--- config.mk ---
export PLATFORM = sky130hd
export DESIGN_NAME = netpbm_header_parser
export DESIGN_NICKNAME = d
export VERILOG_FILES = /design/src/rtl/nhp_pkg.sv /design/src/rtl/nhp_fifo.sv /design/src/rtl/nhp_front.sv /design/src/rtl/nhp_back.sv /design/src/rtl/netpbm_header_parser.sv
export SDC_FILE = /design/constraint.sdc
export NUM_CORES = 1
export LEC_CHECK = 0
export ABC_AREA = 1
export BUFFER_PORTS_ARGS = -buffer_cell sky130_fd_sc_hd__buf_2
export CAP_MARGIN = 10
export CORE_MARGIN = 4
export CORE_UTILIZATION = 55
export DETAILED_ROUTE_END_ITERATION = 6
export PLACE_DENSITY = 0.76
export SETUP_SLACK_MARGIN = 0.15
export SYNTH_ARGS = -nofsm -noshare
export SYNTH_HDL_FRONTEND = slang
export SYNTH_SLANG_ARGS = --single-unit
--- constraint.sdc ---
create_clock -name i_clk -period 4.8 [get_ports i_clk]
set_input_delay 0.96 -clock i_clk [delete_from_list [all_inputs] [get_ports i_clk]]
set_output_delay 0.96 -clock i_clk [all_outputs]
set_load 0.02 [all_outputs]
--- src/rtl/nhp_pkg.sv ---
// Shared types and constants for the netpbm header parser.
// Depends on nothing; the front, back and top files in rtl refer to it by scoped names.

package nhp_pkg;

    localparam int unsigned VALUE_BITS_DEF  = 16;
    localparam int unsigned QUEUE_DEPTH_DEF = 2;

    localparam logic [7:0] CHAR_TAB     = 8'h09;
    localparam logic [7:0] CHAR_NEWLINE = 8'h0A;
    localparam logic [7:0] CHAR_CR      = 8'h0D;
    localparam logic [7:0] CHAR_SPACE   = 8'h20;
    localparam logic [7:0] CHAR_HASH    = 8'h23;
    localparam logic [7:0] CHAR_ZERO    = 8'h30;
    localparam logic [7:0] CHAR_NINE    = 8'h39;

    localparam logic [1:0] ST_DONE     = 2'd0;
    localparam logic [1:0] ST_TRUNC    = 2'd1;
    localparam logic [1:0] ST_OVERFLOW = 2'd2;

    typedef struct packed {
        logic [7:0] data_byte;
        logic       first_byte;
        logic       last_byte;
    } t_in_beat;

    typedef struct packed {
        logic [7:0]  type_first;
        logic [7:0]  type_second;
        logic [15:0] image_width;
        logic [15:0] image_height;
        logic [15:0] max_color;
        logic [1:0]  status;
    } t_out_beat;

    typedef struct packed {
        logic [7:0] data_byte;
        logic [3:0] digit;
        logic       is_digit;
        logic       is_ws;
        logic       is_hash;
        logic       is_newline;
        logic       first_byte;
        logic       last_byte;
    } t_class;

endpackage

--- src/rtl/nhp_fifo.sv ---
// Small register queue used between the parser stages and at the result side.
// Depends on nothing; the beat type and depth come in as parameters.

module nhp_fifo #(
    parameter type         t_data = logic,
    parameter int unsigned DEPTH  = 2
) (
    input  logic  i_clk,
    input  logic  i_rst_n,
    input  logic  i_push,
    input  t_data i_data,
    output logic  o_full,
    input  logic  i_pop,
    output t_data o_data,
    output logic  o_empty
);

    localparam int unsigned AW = (DEPTH > 1) ? $clog2(DEPTH) : 1;
    localparam int unsigned CW = $clog2(DEPTH + 1);

    t_data           r_mem [DEPTH];
    logic [AW-1:0]   r_wr;
    logic [AW-1:0]   r_rd;
    logic [CW-1:0]   r_count;
    logic [AW-1:0]   n_wr;
    logic [AW-1:0]   n_rd;
    logic [CW-1:0]   n_count;
    logic            wr_en;
    logic            rd_en;

    assign o_full  = (r_count == CW'(DEPTH));
    assign o_empty = (r_count == '0);
    assign wr_en   = i_push && !o_full;
    assign rd_en   = i_pop && !o_empty;
    assign o_data  = r_mem[r_rd];

    always_comb begin
        n_wr    = r_wr;
        n_rd    = r_rd;
        n_count = r_count;
        if (wr_en) begin
            n_wr = (r_wr == AW'(DEPTH - 1)) ? '0 : r_wr + 1'b1;
        end
        if (rd_en) begin
            n_rd = (r_rd == AW'(DEPTH - 1)) ? '0 : r_rd + 1'b1;
        end
        unique case ({wr_en, rd_en})
            2'b10: begin
                n_count = r_count + 1'b1;
            end
            2'b01: begin
                n_count = r_count - 1'b1;
            end
            default: begin
                n_count = r_count;
            end
        endcase
    end

    always_ff @(posedge i_clk) begin
        if (!i_rst_n) begin
            r_wr    <= '0;
            r_rd    <= '0;
            r_count <= '0;
        end else begin
            r_wr    <= n_wr;
            r_rd    <= n_rd;
            r_count <= n_count;
        end
    end

    always_ff @(posedge i_clk) begin
        if (wr_en) begin
            r_mem[r_wr] <= i_data;
        end
    end

endmodule

--- src/rtl/nhp_front.sv ---
// Front stage: takes file bytes, classifies each one and queues it for the engine.
// Depends on nhp_pkg and nhp_fifo.

module nhp_front #(
    parameter int unsigned QUEUE_DEPTH = nhp_pkg::QUEUE_DEPTH_DEF
) (
    input  logic              i_clk,
    input  logic              i_rst_n,
    input  logic              i_push,
    input  nhp_pkg::t_in_beat i_beat,
    output logic              o_full,
    input  logic              i_pop,
    output nhp_pkg::t_class   o_item,
    output logic              o_empty
);

    nhp_pkg::t_class cls;
    logic [7:0]      b;

    assign b = i_beat.data_byte;

    always_comb begin
        cls.data_byte  = b;
        cls.digit      = b[3:0];
        cls.is_digit   = (b >= nhp_pkg::CHAR_ZERO) && (b <= nhp_pkg::CHAR_NINE);
        cls.is_ws      = (b == nhp_pkg::CHAR_SPACE)
                         || ((b >= nhp_pkg::CHAR_TAB) && (b <= nhp_pkg::CHAR_CR));
        cls.is_hash    = (b == nhp_pkg::CHAR_HASH);
        cls.is_newline = (b == nhp_pkg::CHAR_NEWLINE);
        cls.first_byte = i_beat.first_byte;
        cls.last_byte  = i_beat.last_byte;
    end

    nhp_fifo #(
        .t_data (nhp_pkg::t_class),
        .DEPTH  (QUEUE_DEPTH)
    ) u_queue (
        .i_clk   (i_clk),
        .i_rst_n (i_rst_n),
        .i_push  (i_push),
        .i_data  (cls),
        .o_full  (o_full),
        .i_pop   (i_pop),
        .o_data  (o_item),
        .o_empty (o_empty)
    );

endmodule

--- src/rtl/nhp_back.sv ---
// Back stage: the header parsing engine, one classified byte per clock while the result queue is not full.
// Depends on nhp_pkg; feeds the result queue in the top level.

module nhp_back #(
    parameter int unsigned VALUE_BITS = nhp_pkg::VALUE_BITS_DEF
) (
    input  logic               i_clk,
    input  logic               i_rst_n,
    input  nhp_pkg::t_class    i_item,
    input  logic               i_item_valid,
    output logic               o_item_take,
    input  logic               i_res_full,
    output logic               o_res_push,
    output nhp_pkg::t_out_beat o_res
);

    localparam logic [2:0] PH_TYPE   = 3'd0;
    localparam logic [2:0] PH_SKIP_W = 3'd1;
    localparam logic [2:0] PH_WIDTH  = 3'd2;
    localparam logic [2:0] PH_SKIP_H = 3'd3;
    localparam logic [2:0] PH_HEIGHT = 3'd4;
    localparam logic [2:0] PH_SKIP_M = 3'd5;
    localparam logic [2:0] PH_MAX    = 3'd6;

    localparam int unsigned SW = VALUE_BITS + 4;
    localparam logic [VALUE_BITS-1:0] LIMIT = {VALUE_BITS{1'b1}};

    logic [2:0]            r_phase;
    logic                  r_in_comment;
    logic [7:0]            r_type0;
    logic [7:0]            r_type1;
    logic [1:0]            r_type_count;
    logic [VALUE_BITS-1:0] r_width;
    logic [VALUE_BITS-1:0] r_height;
    logic [VALUE_BITS-1:0] r_accum;
    logic                  r_overflow;
    logic                  r_done;

    logic [2:0]            n_phase;
    logic                  n_in_comment;
    logic [7:0]            n_type0;
    logic [7:0]            n_type1;
    logic [1:0]            n_type_count;
    logic [VALUE_BITS-1:0] n_width;
    logic [VALUE_BITS-1:0] n_height;
    logic [VALUE_BITS-1:0] n_accum;
    logic                  n_overflow;
    logic                  n_done;

    logic [VALUE_BITS-1:0] acc_base;
    logic [SW-1:0]         acc_sum;
    logic                  acc_sat;
    logic [VALUE_BITS-1:0] acc_next;
    logic                  emit;
    logic                  go;

    assign go          = i_item_valid && !i_res_full;
    assign o_item_take = go;
    assign o_res_push  = go && emit;

    always_comb begin
        n_phase      = r_phase;
        n_in_comment = r_in_comment;
        n_type0      = r_type0;
        n_type1      = r_type1;
        n_type_count = r_type_count;
        n_width      = r_width;
        n_height     = r_height;
        n_accum      = r_accum;
        n_overflow   = r_overflow;
        n_done       = r_done;
        emit         = 1'b0;
        o_res        = '0;

        if (i_item.first_byte) begin
            n_phase      = PH_TYPE;
            n_in_comment = 1'b0;
            n_type0      = '0;
            n_type1      = '0;
            n_type_count = '0;
            n_width      = '0;
            n_height     = '0;
            n_accum      = '0;
            n_overflow   = 1'b0;
            n_done       = 1'b0;
        end

        acc_base = ((n_phase == PH_WIDTH) || (n_phase == PH_HEIGHT) || (n_phase == PH_MAX))
                   ? n_accum : '0;
        acc_sum  = {1'b0, acc_base, 3'b000} + {3'b000, acc_base, 1'b0}
                   + SW'(i_item.digit);
        acc_sat  = |acc_sum[SW-1:VALUE_BITS];
        acc_next = acc_sat ? LIMIT : acc_sum[VALUE_BITS-1:0];

        if (!n_done) begin
            unique case (n_phase)
                PH_TYPE: begin
                    if (i_item.is_ws) begin
                        if (n_type_count != '0) begin
                            n_phase = PH_SKIP_W;
                        end
                    end else begin
                        if (n_type_count[0]) begin
                            n_type1 = i_item.data_byte;
                            n_phase = PH_SKIP_W;
                        end else begin
                            n_type0 = i_item.data_byte;
                        end
                        n_type_count = n_type_count + 1'b1;
                    end
                end
                PH_SKIP_W, PH_SKIP_H, PH_SKIP_M: begin
                    if (n_in_comment) begin
                        if (i_item.is_newline) begin
                            n_in_comment = 1'b0;
                        end
                    end else if (i_item.is_hash) begin
                        n_in_comment = 1'b1;
                    end else if (i_item.is_digit) begin
                        n_accum    = acc_next;
                        n_overflow = n_overflow | acc_sat;
                        n_phase    = n_phase + 1'b1;
                    end
                end
                PH_WIDTH, PH_HEIGHT: begin
                    if (i_item.is_digit) begin
                        n_accum    = acc_next;
                        n_overflow = n_overflow | acc_sat;
                    end else begin
                        if (n_phase == PH_WIDTH) begin
                            n_width = n_accum;
                        end else begin
                            n_height = n_accum;
                        end
                        n_phase      = n_phase + 1'b1;
                        n_in_comment = i_item.is_hash;
                    end
                end
                PH_MAX: begin
                    if (i_item.is_digit) begin
                        n_accum    = acc_next;
                        n_overflow = n_overflow | acc_sat;
                    end else begin
                        emit            = 1'b1;
                        o_res.max_color = 16'(n_accum);
                        o_res.status    = n_overflow ? nhp_pkg::ST_OVERFLOW
                                                     : nhp_pkg::ST_DONE;
                    end
                end
                default: begin
                    n_phase = r_phase;
                end
            endcase

            if (!emit && i_item.last_byte) begin
                emit = 1'b1;
                if (n_phase == PH_MAX) begin
                    o_res.max_color = 16'(n_accum);
                    o_res.status    = n_overflow ? nhp_pkg::ST_OVERFLOW
                                                 : nhp_pkg::ST_DONE;
                end else begin
                    o_res.max_color = '0;
                    o_res.status    = nhp_pkg::ST_TRUNC;
                end
            end

            if (emit) begin
                n_done = 1'b1;
            end
        end

        o_res.type_first   = n_type0;
        o_res.type_second  = n_type1;
        o_res.image_width  = 16'(n_width);
        o_res.image_height = 16'(n_height);
    end

    always_ff @(posedge i_clk) begin
        if (!i_rst_n) begin
            r_phase      <= PH_TYPE;
            r_in_comment <= 1'b0;
            r_type0      <= '0;
            r_type1      <= '0;
            r_type_count <= '0;
            r_width      <= '0;
            r_height     <= '0;
            r_accum      <= '0;
            r_overflow   <= 1'b0;
            r_done       <= 1'b0;
        end else if (go) begin
            r_phase      <= n_phase;
            r_in_comment <= n_in_comment;
            r_type0      <= n_type0;
            r_type1      <= n_type1;
            r_type_count <= n_type_count;
            r_width      <= n_width;
            r_height     <= n_height;
            r_accum      <= n_accum;
            r_overflow   <= n_overflow;
            r_done       <= n_done;
        end
    end

endmodule

--- src/rtl/netpbm_header_parser.sv ---
// Top level of the netpbm header parser: byte queue, parsing engine, result queue.
// Depends on nhp_pkg, nhp_front, nhp_back and nhp_fifo.

// The parser takes one file byte per clock and sustains that rate as long as
// results are popped. A byte first enters a classifier and a short input queue;
// the parsing engine takes one byte from that queue per clock and writes any
// header result into a result queue of the same depth. A result is therefore
// visible only after its final byte has passed the input queue and the result queue.
// The engine stalls only while the result queue is full, and full rises once
// the input queue holds QUEUE_DEPTH bytes. Each value is accumulated with one
// multiply by ten and add per byte, saturating at 2^VALUE_BITS - 1.
module netpbm_header_parser #(
    parameter int unsigned VALUE_BITS  = nhp_pkg::VALUE_BITS_DEF,
    parameter int unsigned QUEUE_DEPTH = nhp_pkg::QUEUE_DEPTH_DEF
) (
    input  logic               i_clk,
    input  logic               i_rst_n,
    input  logic               push,
    output logic               full,
    input  nhp_pkg::t_in_beat  i_in_beat,
    output logic               empty,
    input  logic               pop,
    output nhp_pkg::t_out_beat o_out_beat
);

    nhp_pkg::t_class    mid_item;
    logic               mid_empty;
    logic               mid_take;
    logic               res_full;
    logic               res_push;
    nhp_pkg::t_out_beat res_beat;

    nhp_front #(
        .QUEUE_DEPTH (QUEUE_DEPTH)
    ) u_front (
        .i_clk   (i_clk),
        .i_rst_n (i_rst_n),
        .i_push  (push),
        .i_beat  (i_in_beat),
        .o_full  (full),
        .i_pop   (mid_take),
        .o_item  (mid_item),
        .o_empty (mid_empty)
    );

    nhp_back #(
        .VALUE_BITS (VALUE_BITS)
    ) u_back (
        .i_clk        (i_clk),
        .i_rst_n      (i_rst_n),
        .i_item       (mid_item),
        .i_item_valid (!mid_empty),
        .o_item_take  (mid_take),
        .i_res_full   (res_full),
        .o_res_push   (res_push),
        .o_res        (res_beat)
    );

    nhp_fifo #(
        .t_data (nhp_pkg::t_out_beat),
        .DEPTH  (QUEUE_DEPTH)
    ) u_res_queue (
        .i_clk   (i_clk),
        .i_rst_n (i_rst_n),
        .i_push  (res_push),
        .i_data  (res_beat),
        .o_full  (res_full),
        .i_pop   (pop),
        .o_data  (o_out_beat),
        .o_empty (empty)
    );

`ifndef SYNTHESIS
    a_push_not_full: assert property (@(posedge i_clk) disable iff (!i_rst_n)
        res_push |-> !res_full)
        else $error("result written into a full result queue");

    a_take_needs_item: assert property (@(posedge i_clk) disable iff (!i_rst_n)
        mid_take |-> !mid_empty)
        else $error("engine took a byte from an empty input queue");

    a_trunc_no_max: assert property (@(posedge i_clk) disable iff (!i_rst_n)
        (!empty && (o_out_beat.status == nhp_pkg::ST_TRUNC)) |-> (o_out_beat.max_color == '0))
        else $error("truncated header reports a maximum color value");
`endif

endmodule

### Yosys cells after proc, flatten, opt, wreduce, memory -nomap -nowiden

Memories as Yosys holds them, arrays and structs flattened. A register that Yosys moved wholly into a read port is not among the register bits.
Index checks and enable logic that the tools add are counted.

* bits in registers: 80
* memory bits (read-only): 0
* bits of input ports: 14
* bits in latches: 0
* memories kept: 2
* output and inout bits: 68
* RAM bits: 168

* $lt $le $gt $ge: 4
* shift-type cells: 0
* add/subtract/negate cells: 12
* multiplexer cells: 87
* bitwise gates (word level): 1
* reductions and logical operators: 27
* div/mod/pow operators: 0
* equality and inequality tests: 16
* multiply operators: 0

Memory list
* u_res_queue.r_mem: words 2, width 66, rd ports 1, clocked after Yosys merged registers in 1, write ports 1, RTL line nhp_fifo.sv:21 `t_data r_mem [DEPTH];`
* u_front.u_queue.r_mem: words 2, width 18, rd ports 1, clocked after Yosys merged registers in 1, write ports 1, RTL line nhp_fifo.sv:21

Operator list (number)
* 16-bit 2-to-1 mux: 17
* 18-bit 2-to-1 mux: 5
* 8-bit 2-to-1 mux: 10
* 1-bit 2-to-1 mux: 33
* 16-bit case mux with 2 select lines: 1
* 3-bit 2-to-1 mux: 10
* 19-bit by 17-bit adder with 20-bit output: 1
* 20-bit by 4-bit adder with 20-bit output: 1
* 8-bit by 6-bit == test with 1-bit output, second input constant: 2
* 3-bit == test, second input constant: 4
* 2-bit 2-to-1 mux: 6
* 3-bit case mux with 4 select lines: 1
* 1-bit logical AND: 9
* 2-bit == test, second input constant: 4
* 8-bit by 4-bit == test with 1-bit output, second input constant: 1
* 8-bit by 4-bit >= comparator with 1-bit output, second input constant: 1
* 8-bit by 6-bit >= comparator with 1-bit output, second input constant: 1
* 8-bit by 4-bit <= comparator with 1-bit output, second input constant: 1
* 8-bit by 6-bit <= comparator with 1-bit output, second input constant: 1
* 2-bit case mux with 2 select lines: 2
* 2-bit by 1-bit adder with 2-bit output, second input constant: 3
* 3-bit by 2-bit == test with 1-bit output, second input constant: 2
* 2-bit nonzero test: 3
* 3-bit OR reduction: 2
* 13 further kinds: 26

### Longest topological paths before layout

Gate-level depths: netlist (run 1).

* depth after elaboration: 18
* gate-level depth with buffers: 30
* gate-level depth less buffers: 28

### By module

From an unflattened synthesis (run 1), not the netlist that was laid out.

* cell total of the unflattened synthesis: 1474
* area total of the unflattened synthesis: 13222.7 sq um

Modules (own cells, without submodules)
* nhp_back: times used 1, cells an instance 1103, area each 6309.8 sq um, seq. area each 1441.4 sq um
* nhp_fifo (u_res_queue): times used 1, cells an instance 245, area each 5170.0 sq um, seq. area each 4063.9 sq um
* nhp_fifo (u_front.u_queue): times used 1, cells an instance 96, area each 1601.5 sq um, seq. area each 1181.1 sq um
* nhp_front: times used 1, cells an instance 29, area each 137.6 sq um, seq. area each 0.0 sq um
* netpbm_header_parser: times used 1, cells an instance 1, area each 3.8 sq um, seq. area each 0.0 sq um

### Worst setup path after synthesis (run 1)

Ideal clock, no wire load.

* path kind: reg-to-reg
* start: register with a tool-made name
* end: memory u_res_queue.r_mem[1][0] (netlist name) (enable)
* cell stages (with the launch flop): 14
* arrival time: 4316 ps
* path buffers: 2
* required time: 4308 ps
* slack: -7 ps
* path through: dfxtp_1 -> buf_6 -> inv_6 -> nand2_4 -> nand2_8 -> nand2_2 -> nor2_4 -> inv_2 -> nor2_1 -> buf_2 -> nand2_1 -> nand2_1 -> nand2_1 -> nor2_1

RTL lines (RTL line)
* end, declared: nhp_fifo.sv:21

==> key figures, run 1 <==
Run status
  – Outcome: completed

Synthesis
  – Cell Area, Synth: 0.0126 mm²
  – Unique masters post-synth: 49
  – Post-Syn Nets: roughly 1,500
  – Area contributors post-synth: edfxtp_1 38%, dfxtp_1 13%, nand2_1 6.4%, mux2_2 5.9%, inv_1 5.8%
  – FFs w/ async S/R, synth: 0%
  – Most common library cells after synthesis: 215 x nand2_1, 195 x inv_1, 160 x edfxtp_1
  – Largest family of logic cells by synthesized area: simple AND/OR/NAND/NOR gates
  – Sequential fraction of the synthesis area: 51.0%
  – XOR/XNOR Fraction of Synth Area: 0.831%
  – Yosys top cell area share: a little under two fifths
  – Number of synthesized flops with an enable pin: 160
  – Synth Area in Compound Gates: 13.2%
  – Area leader, netlist: edfxtp_1
  – Mux cell area share after synthesis: 6.28%
  – Post-Syn Instances: about 1,400
  – Dominant synthesized flop cell: edfxtp_1
  – Synth Area in Simple Gates: 16.5%
  – Most common cell in the netlist: nand2_1
  – Flops & latches, synth: 242
  – Average size of a mapped cell: 9.00 µm²
  – Adder-cell share of the synthesized area: between 3 and 4%
  – Yosys warning count: 0

Final layout
  – Final Cell Area: between 0.01 and 0.015 mm²
  – Nets: 1,524
  – Antenna Cells: 0
  – Fillers: 1,799
  – Share of cells above drive strength 1: 17.2%
  – Layout Cells excl Fill: approximately 1,800
  – Layout Utilization: 62.9%
  – Area grow syn2layout: 12.7%

Power
  – Sequential Power Share: 35.8%
  – VDD IR-drop max: 0.000304 V
  – Pint: 5.26 mW
  – PD cells: 618 mW/mm²
  – Net Sw Frac: 40.2%
  – Clk pwr share: 22.4%
  – Part of the power in combinational logic: 41.9%
  – Sw power: 3.54 mW
  – P_leak: 6.38 nW

Clock tree
  – Post-CTS Setup Bufs: 0
  – CTS Root Cell: clkbuf_16
  – Clock Pin Slew Worst Setup and Hold Paths: about 70 ps
  – TritonCTS buffer count: 24
  – Hold buffer count at CTS: 0
  – CTS HTree Levels: 1
  – CTS tree: built
  – Clk_lat worst skew: 520 ps
  – Clock Sinks: 242
  – Clock Tree Buf Depth: 3

Timing
  – Setup Skew: ~25 ps
  – Fin crit share: between 80% and 90%
  – # setup viols final: 0
  – Final hold vios: 0
  – Final WS setup: 525 ps
  – Fin crit period: 4270 ps
  – RSZ-0062 raised after global routing: no
  – Actual slew at the worst max-slew pin: 1120 ps
  – Setup TNS after final layout: 0 ps
  – Max Fclk: 234 MHz
  – Max Slew Vio Count: 0
  – Slew Limit Headroom: 24.9%

Placed design
  – Port buffer count: 81
  – Place WS: 377 ps
  – DPL Wire Length: between 20,000 and 25,000 µm
  – Gpl congestion: 0.912
  – Placed cell count: 1,731
  – Post-Place Cell Area: approximately 0.013 mm²

Routing
  – Vias: roughly 10,000
  – Violation count after the first detailed-routing iteration: 1,231
  – Routed wire length: roughly 32,000 µm
  – Via density: between 5 and 6
  – Antenna viol nets, final: 0
  – Per-cell routed wire length: ~18 µm
  – DR DRC count: 0
  – Drt first pass iters: 5

Worst setup path
  – Critical Path Fanout Max: 9
  – CP endpoint kind: register
  – CP top delay family: simple AND/OR/NAND/NOR gates
  – Required @ worst endpoint: 5060 ps
  – Critical Path, Cell by Cell: o21ai_2 -> buf_4 -> nor2_1 -> inv_1 -> nor2_1 -> ha_1 -> ha_1 -> a21oi_1 -> nand2_1 -> nand2_1 -> nand2_1 -> nand2_1 -> nand2_1 -> nand2_1 -> nand2_1 -> nor2_1 -> buf_4 -> nand4_1 -> o211ai_1 -> nand3_1 -> nand3_1 -> inv_1
  – Crit path DAT: 4540 ps
  – Worst Path Buf+Inv: 4
  – Crit path largest cell delay: 390 ps
  – Crit path launch type: register
  – Slowest CP cell: dfxtp_2
  – Crit Path Class: reg -> reg
  – Most common cell on crit path: nand2_1

Global route
  – Initial antenna violation count: 0
  – Vias in the first global route: around 10,000
  – Total GRT Usage: 24.2%
  – Largest net degree at the start of global routing: 62
  – Total gr overflow: 0
  – First-pass GRT wire length: 50,600 µm

Floorplanning
  – Top Ports: 82
  – Core ar.: 0.0226 mm²
  – Row count: 55
  – Total die area: about 0.025 mm²
  – Die Wd: 160 µm
  – Die Y: 160 µm
  – Starting Density: 55.8%

Job
  – Max-capacitance violation count: 0

Min path
  – Hold Crit Class: reg -> reg
==> per-stage QoR <==
step	total power [mW]	hold slack (ps)
after CTS	8.76	438
after detailed placement	6.80	443
after floorplan	5.70	425
final	8.80	428
after global placement	6.68	427
after global routing	9.29	498
==> registers in the layout (all words and copies together) (netlist names), named ones only <==
register and cells:
u_back.r_accum 16, u_back.r_type1 8, u_front.u_queue.r_rd 1, u_back.r_in_comment 1, u_res_queue.r_count 2, u_res_queue.r_mem 132
u_front.u_queue.r_count 2, u_back.r_phase 3, u_back.r_overflow 1, u_back.r_width 16, u_res_queue.r_wr 1, u_res_queue.r_rd 1
u_back.r_done 1, u_front.u_queue.r_mem 28, u_back.r_type0 8, u_back.r_height 16, u_front.u_queue.r_wr 1, u_back.r_type_count 2
==> metal layers <==
metal | vias to the layer above | global-route usage (%) | routed length [µm]
met5 | - | 0 | 0
met3 | 102 | 3.93 | 3150
met4 | 0 | 8.92 | 1080
met1 | 4771 | 34.1 | 13300
met2 | 534 | 37.9 | 14200
li1 | 4889 | - | -
==> cell type report <==
class                           count  area, µm²  share of cell area, %
Clock buffer                       39        761                   5.34
Clock inverter                      5       78.8                  0.553
Inverter                          205        776                   5.45
Multi-Input combinational cell    892       5170                   36.3
Sequential cell                   242       6450                   45.3
Tap cell                          285        357                   2.50
Timing Repair Buffer              108        649                   4.56
==> kinds of logic after synthesis <==
family,Yosys count
adders and majority gates,37
xor gates and xnor gates,12
DFF,242
buffers and inverters,270
and+or+nand+nor,474
AOI/OAI and AO/OA,298
muxes,71
==> cell usage in the layout (no fill, tap or decap), drive strengths merged, types with 4 or more instances in the layout <==
cell    synthesis  routed
o211ai         17      17
o22ai          13      13
dfxtp          82      82
o31ai          16      16
nor2          135     135
nand3          88      88
mux2           66      66
clkinv          2       5
nor3            5       5
buf            17     108
nand2         230     230
xor2            8       8
ha             35      35
mux2i           5       5
clkbuf         48      39
xnor2           4       4
a21oi          89      89
edfxtp        160     160
o21ai         144     144
inv           203     203
nand4          11      11
a31oi           8       8
==> final timing paths <==
check                                start                            endpoint  slack [ps]  depth (start not counted)
min reg2reg  u_res_queue.r_rd$_SDFFE_PN0P_                            register         430                          1
max                               register  u_res_queue.r_mem[1][10]$_DFFE_PP_         530                         22
min          u_res_queue.r_rd$_SDFFE_PN0P_                            register         430                          1
max reg2reg                       register  u_res_queue.r_mem[1][10]$_DFFE_PP_         530                         22
==> repair_timing <==
| item | in CTS | in global routing |
|---|---|---|
| setup endpoints to repair | 0 | 41 |
| endpoints found under the hold margin | 0 | 0 |
| resized for setup | 0 | 2 |
==> power groups by stage <==
stage | sequential, mW | combinational (mW) | clock [mW]
floorplan | 3.11 | 2.60 | 0
global placement | 3.16 | 3.52 | 0
detailed placement | 3.19 | 3.61 | 0
CTS | 3.15 | 3.64 | 1.98
global route | 3.20 | 4.02 | 2.07
finish | 3.15 | 3.69 | 1.97
Power figures use the tool's default switching activity.
==> run 2, diff against run 1 <==
--- a/config.mk
+++ b/config.mk
@@ -5,7 +5,6 @@
 export SDC_FILE = /design/constraint.sdc
 export NUM_CORES = 1
 export LEC_CHECK = 0
-export ABC_AREA = 1
 export BUFFER_PORTS_ARGS = -buffer_cell sky130_fd_sc_hd__buf_2
 export CAP_MARGIN = 10
 export CORE_MARGIN = 4
==> run 2 against run 1 <==
Sequential share of layout area up 2.6 points. First-iteration DRC count down 38%. Largest power group is now sequential cells. Maximum frequency is 1.3% lower. Setup slack worse by 58 ps. Critical endpoint is now u_res_queue.r_mem[0][15]$_DFFE_PP_. Routed wire length shrank 8.6%. Global-route usage decreased by 0.53 points. Register-to-register slack worse by 60 ps.
==> key figures, run 2 <==
Floorplanning
  – Core ar.: 0.0212 mm²
  – Die Y: 155 µm
  – Row count: 53
  – Total die area: 0.0241 mm²
  – Starting Density: 56.3%
  – Top Ports: 82
  – Die Wd: 155 µm

Routing
  – Routed wire length: 29,000 µm
  – Violation count after the first detailed-routing iteration: 763
  – Routed wl met2: 13,400 µm
  – Wl on met1: 12,700 µm
  – Highest Signal Layer: met4
  – Drt first pass iters: 5
  – Vias: about 8,700
  – Routed wl met3: 2190 µm
  – Via density: between 6 and 7
  – Antenna viol nets, final: 0
  – DR DRC count: 0
  – Per-cell routed wire length: roughly 20 µm

Clock tree
  – Clock Sinks: 242
  – Clk_lat worst skew: 520 ps
  – TritonCTS buffer count: 25
  – Clock Pin Slew Worst Setup and Hold Paths: about 60 ps
  – CTS tree: built
  – CTS HTree Levels: 1
  – CTS Root Cell: clkbuf_16
  – Clock Tree Buf Depth: 3

Synthesis
  – FFs w/ async S/R, synth: 0%
  – Flops & latches, synth: roughly 240
  – Post-Syn Nets: 1,135
  – Area contributors post-synth: edfxtp_1 40%, dfxtp_1 14%, mux2_2 6.6%, nand2_1 4.1%, mux2i_1 3.7%
  – Yosys top cell area share: 40.4%
  – Cell Area, Synth: 0.0119 mm²
  – Area leader, netlist: edfxtp_1
  – Yosys warning count: 0
  – Average size of a mapped cell: 11.0 µm²
  – Sequential fraction of the synthesis area: between 50% and 60%
  – Most common cell in the netlist: edfxtp_1
  – Dominant synthesized flop cell: edfxtp_1
  – Unique masters post-synth: 70
  – Number of synthesized flops with an enable pin: 160
  – Most common library cells after synthesis: 160 x edfxtp_1, 130 x nand2_1, 92 x nor2_1
  – Post-Syn Instances: 1,084

Timing
  – Fin crit share: 90.3%
  – Fin crit period: 4330 ps
  – RSZ-0062 raised after global routing: no
  – Final hold vios: 0
  – Max Slew Vio Count: 0
  – Slew Limit Headroom: 33.3%
  – Setup Skew: 10.4 ps
  – Max Fclk: 231 MHz
  – # setup viols final: 0
  – Actual slew at the worst max-slew pin: between 900 and 1000 ps

Worst setup path
  – Required @ worst endpoint: 5150 ps
  – Crit Path Class: reg -> reg
  – Worst R2R Setup Slack: between 400 and 500 ps
  – CP endpoint kind: register
  – Crit path launch type: register
  – Crit path DAT: 4680 ps
  – Critical Path Fanout Max: 4

Global route
  – Total gr overflow: 0
  – Vias in the first global route: 8,382
  – Total GRT Usage: 23.6%
  – Largest net degree at the start of global routing: 67
  – First-pass GRT wire length: roughly 46,000 µm
  – Initial antenna violation count: 0

Final layout
  – Biggest regs: u_res_queue.r_mem x132, u_front.u_queue.r_mem x28
  – Most frequent cells in the layout: 160 x edfxtp_1, 130 x nand2_1, 90 x nor2_1
  – Layout Utilization: 63.7%
  – Biggest register: u_res_queue.r_mem
  – Fillers: 1,632
  – Max reg flops: 132
  – Commonest non-fill, non-tap cell in the layout: edfxtp_1
  – Antenna Cells: 0
  – Share of cells above drive strength 1: 20.2%
  – Final Cell Area: roughly 0.013 mm²
  – Nets: approximately 1,200
  – Area grow syn2layout: 13.2%

Placed design
  – DPL Wire Length: 19,600 µm
  – Gpl congestion: 0.955
  – Post-Place Cell Area: 0.0126 mm²
  – Port buffer count: 81

Run status
  – Outcome: completed

Min path
  – Hold Crit Class: reg -> reg

Power
  – PD cells: 541 mW/mm²
  – VDD IR-drop max: between 0.0003 and 0.0004 V
  – P_leak: between 5 and 6 nW
  – Final Power: roughly 7.3 mW

Job
  – Max-capacitance violation count: 0
-- run 2: cell count changes in the layout (fill, tap and decap cells not counted), sizes merged, moves of 41 or more --
cell    delta
inv      -185
nand2    -100
o21ai     -79
nand3     -64
nor2      -43
a21oi     -42
a21boi    +41
mux2i     +41
-- run 2: per-stage QoR --
stage / TNS (ps) / setup slack, ps / hold slack (ps) / cells
after CTS: 0 / 253 / 466 / 1448
after detailed placement: 0 / 303 / 458 / 1402
after floorplan: -5340 / -40.4 / 443 / 1084
after global placement: 0 / 339 / 450 / 1402
after global routing: 0 / 202 / 480 / 1452
final: 0 / 467 / 464 / 1452
-- run 2: logic make-up after synthesis --
| logic type | Yosys count | synth area share [%] |
|---|---|---|
| XOR/XNOR | 23 | 1.69 |
| AO/OA/AOI/OAI | 248 | 13.7 |
| flip-flops | 242 | 54.2 |
| multiplexers | 117 | 10.8 |
| buffers and inverters | 82 | 2.80 |
| AND/OR/NAND/NOR | 334 | 12.8 |
| adder cells (fa/ha/maj) | 38 | 4.10 |
-- run 2: worst paths after layout --
path	from	to	cells after the start
setup / recovery	register	u_res_queue.r_mem[0][15]$_DFFE_PP_	15
hold / removal	u_back.r_height[7]$_SDFFE_PN0P_	u_back.r_height[7]$_SDFFE_PN0P_	2
setup reg to reg	register	u_res_queue.r_mem[0][15]$_DFFE_PP_	15
hold reg to reg	u_back.r_height[7]$_SDFFE_PN0P_	u_back.r_height[7]$_SDFFE_PN0P_	2
-- run 2: timing repair --
action | in CTS | in global routing
hold buffers | 0 | 0
setup endpoints to repair | 0 | 30
gates resized for setup | 0 | 3
buffers inserted | 0 | 3
-- run 2: routing by layer --
layer  GRT usage, %  vias to the layer above
li1               -                     4153
met1           33.1                     4155
met2           38.0                      357
met3           3.98                       54
met4           7.11                        0
met5              0                        -
-- run 2: layout make-up --
class	instances	area, µm²	area share [%]
flip-flops and latches	242	6450	47.9
multi-input cells	760	5160	38.3
clock buffers	37	741	5.50
repair buffers	111	656	4.86
well taps	275	344	2.55
inverters	18	67.6	0.501
clock inverters	9	62.6	0.464
-- run 2: worst max-delay path, stage by stage, from the launching register on --
cell and delay (ps):
dfxtp_2 400, mux2_2 370, nor2_1 130, nand2_1 120, fa_1 620, inv_1 60, ha_1 300, a211oi_1 320
o211ai_1 160, a211oi_2 300, mux2i_1 260, a32oi_2 180, buf_4 180, a41oi_1 410, a32oi_1 150, nor2_1 200
-- run 2: where the power goes --
group	switching (mW)	internal, mW	total [mW]
logic	1.70	0.888	2.59
clock network	0.782	1.07	1.86
registers	0.194	2.66	2.86
total	2.67	4.62	7.30
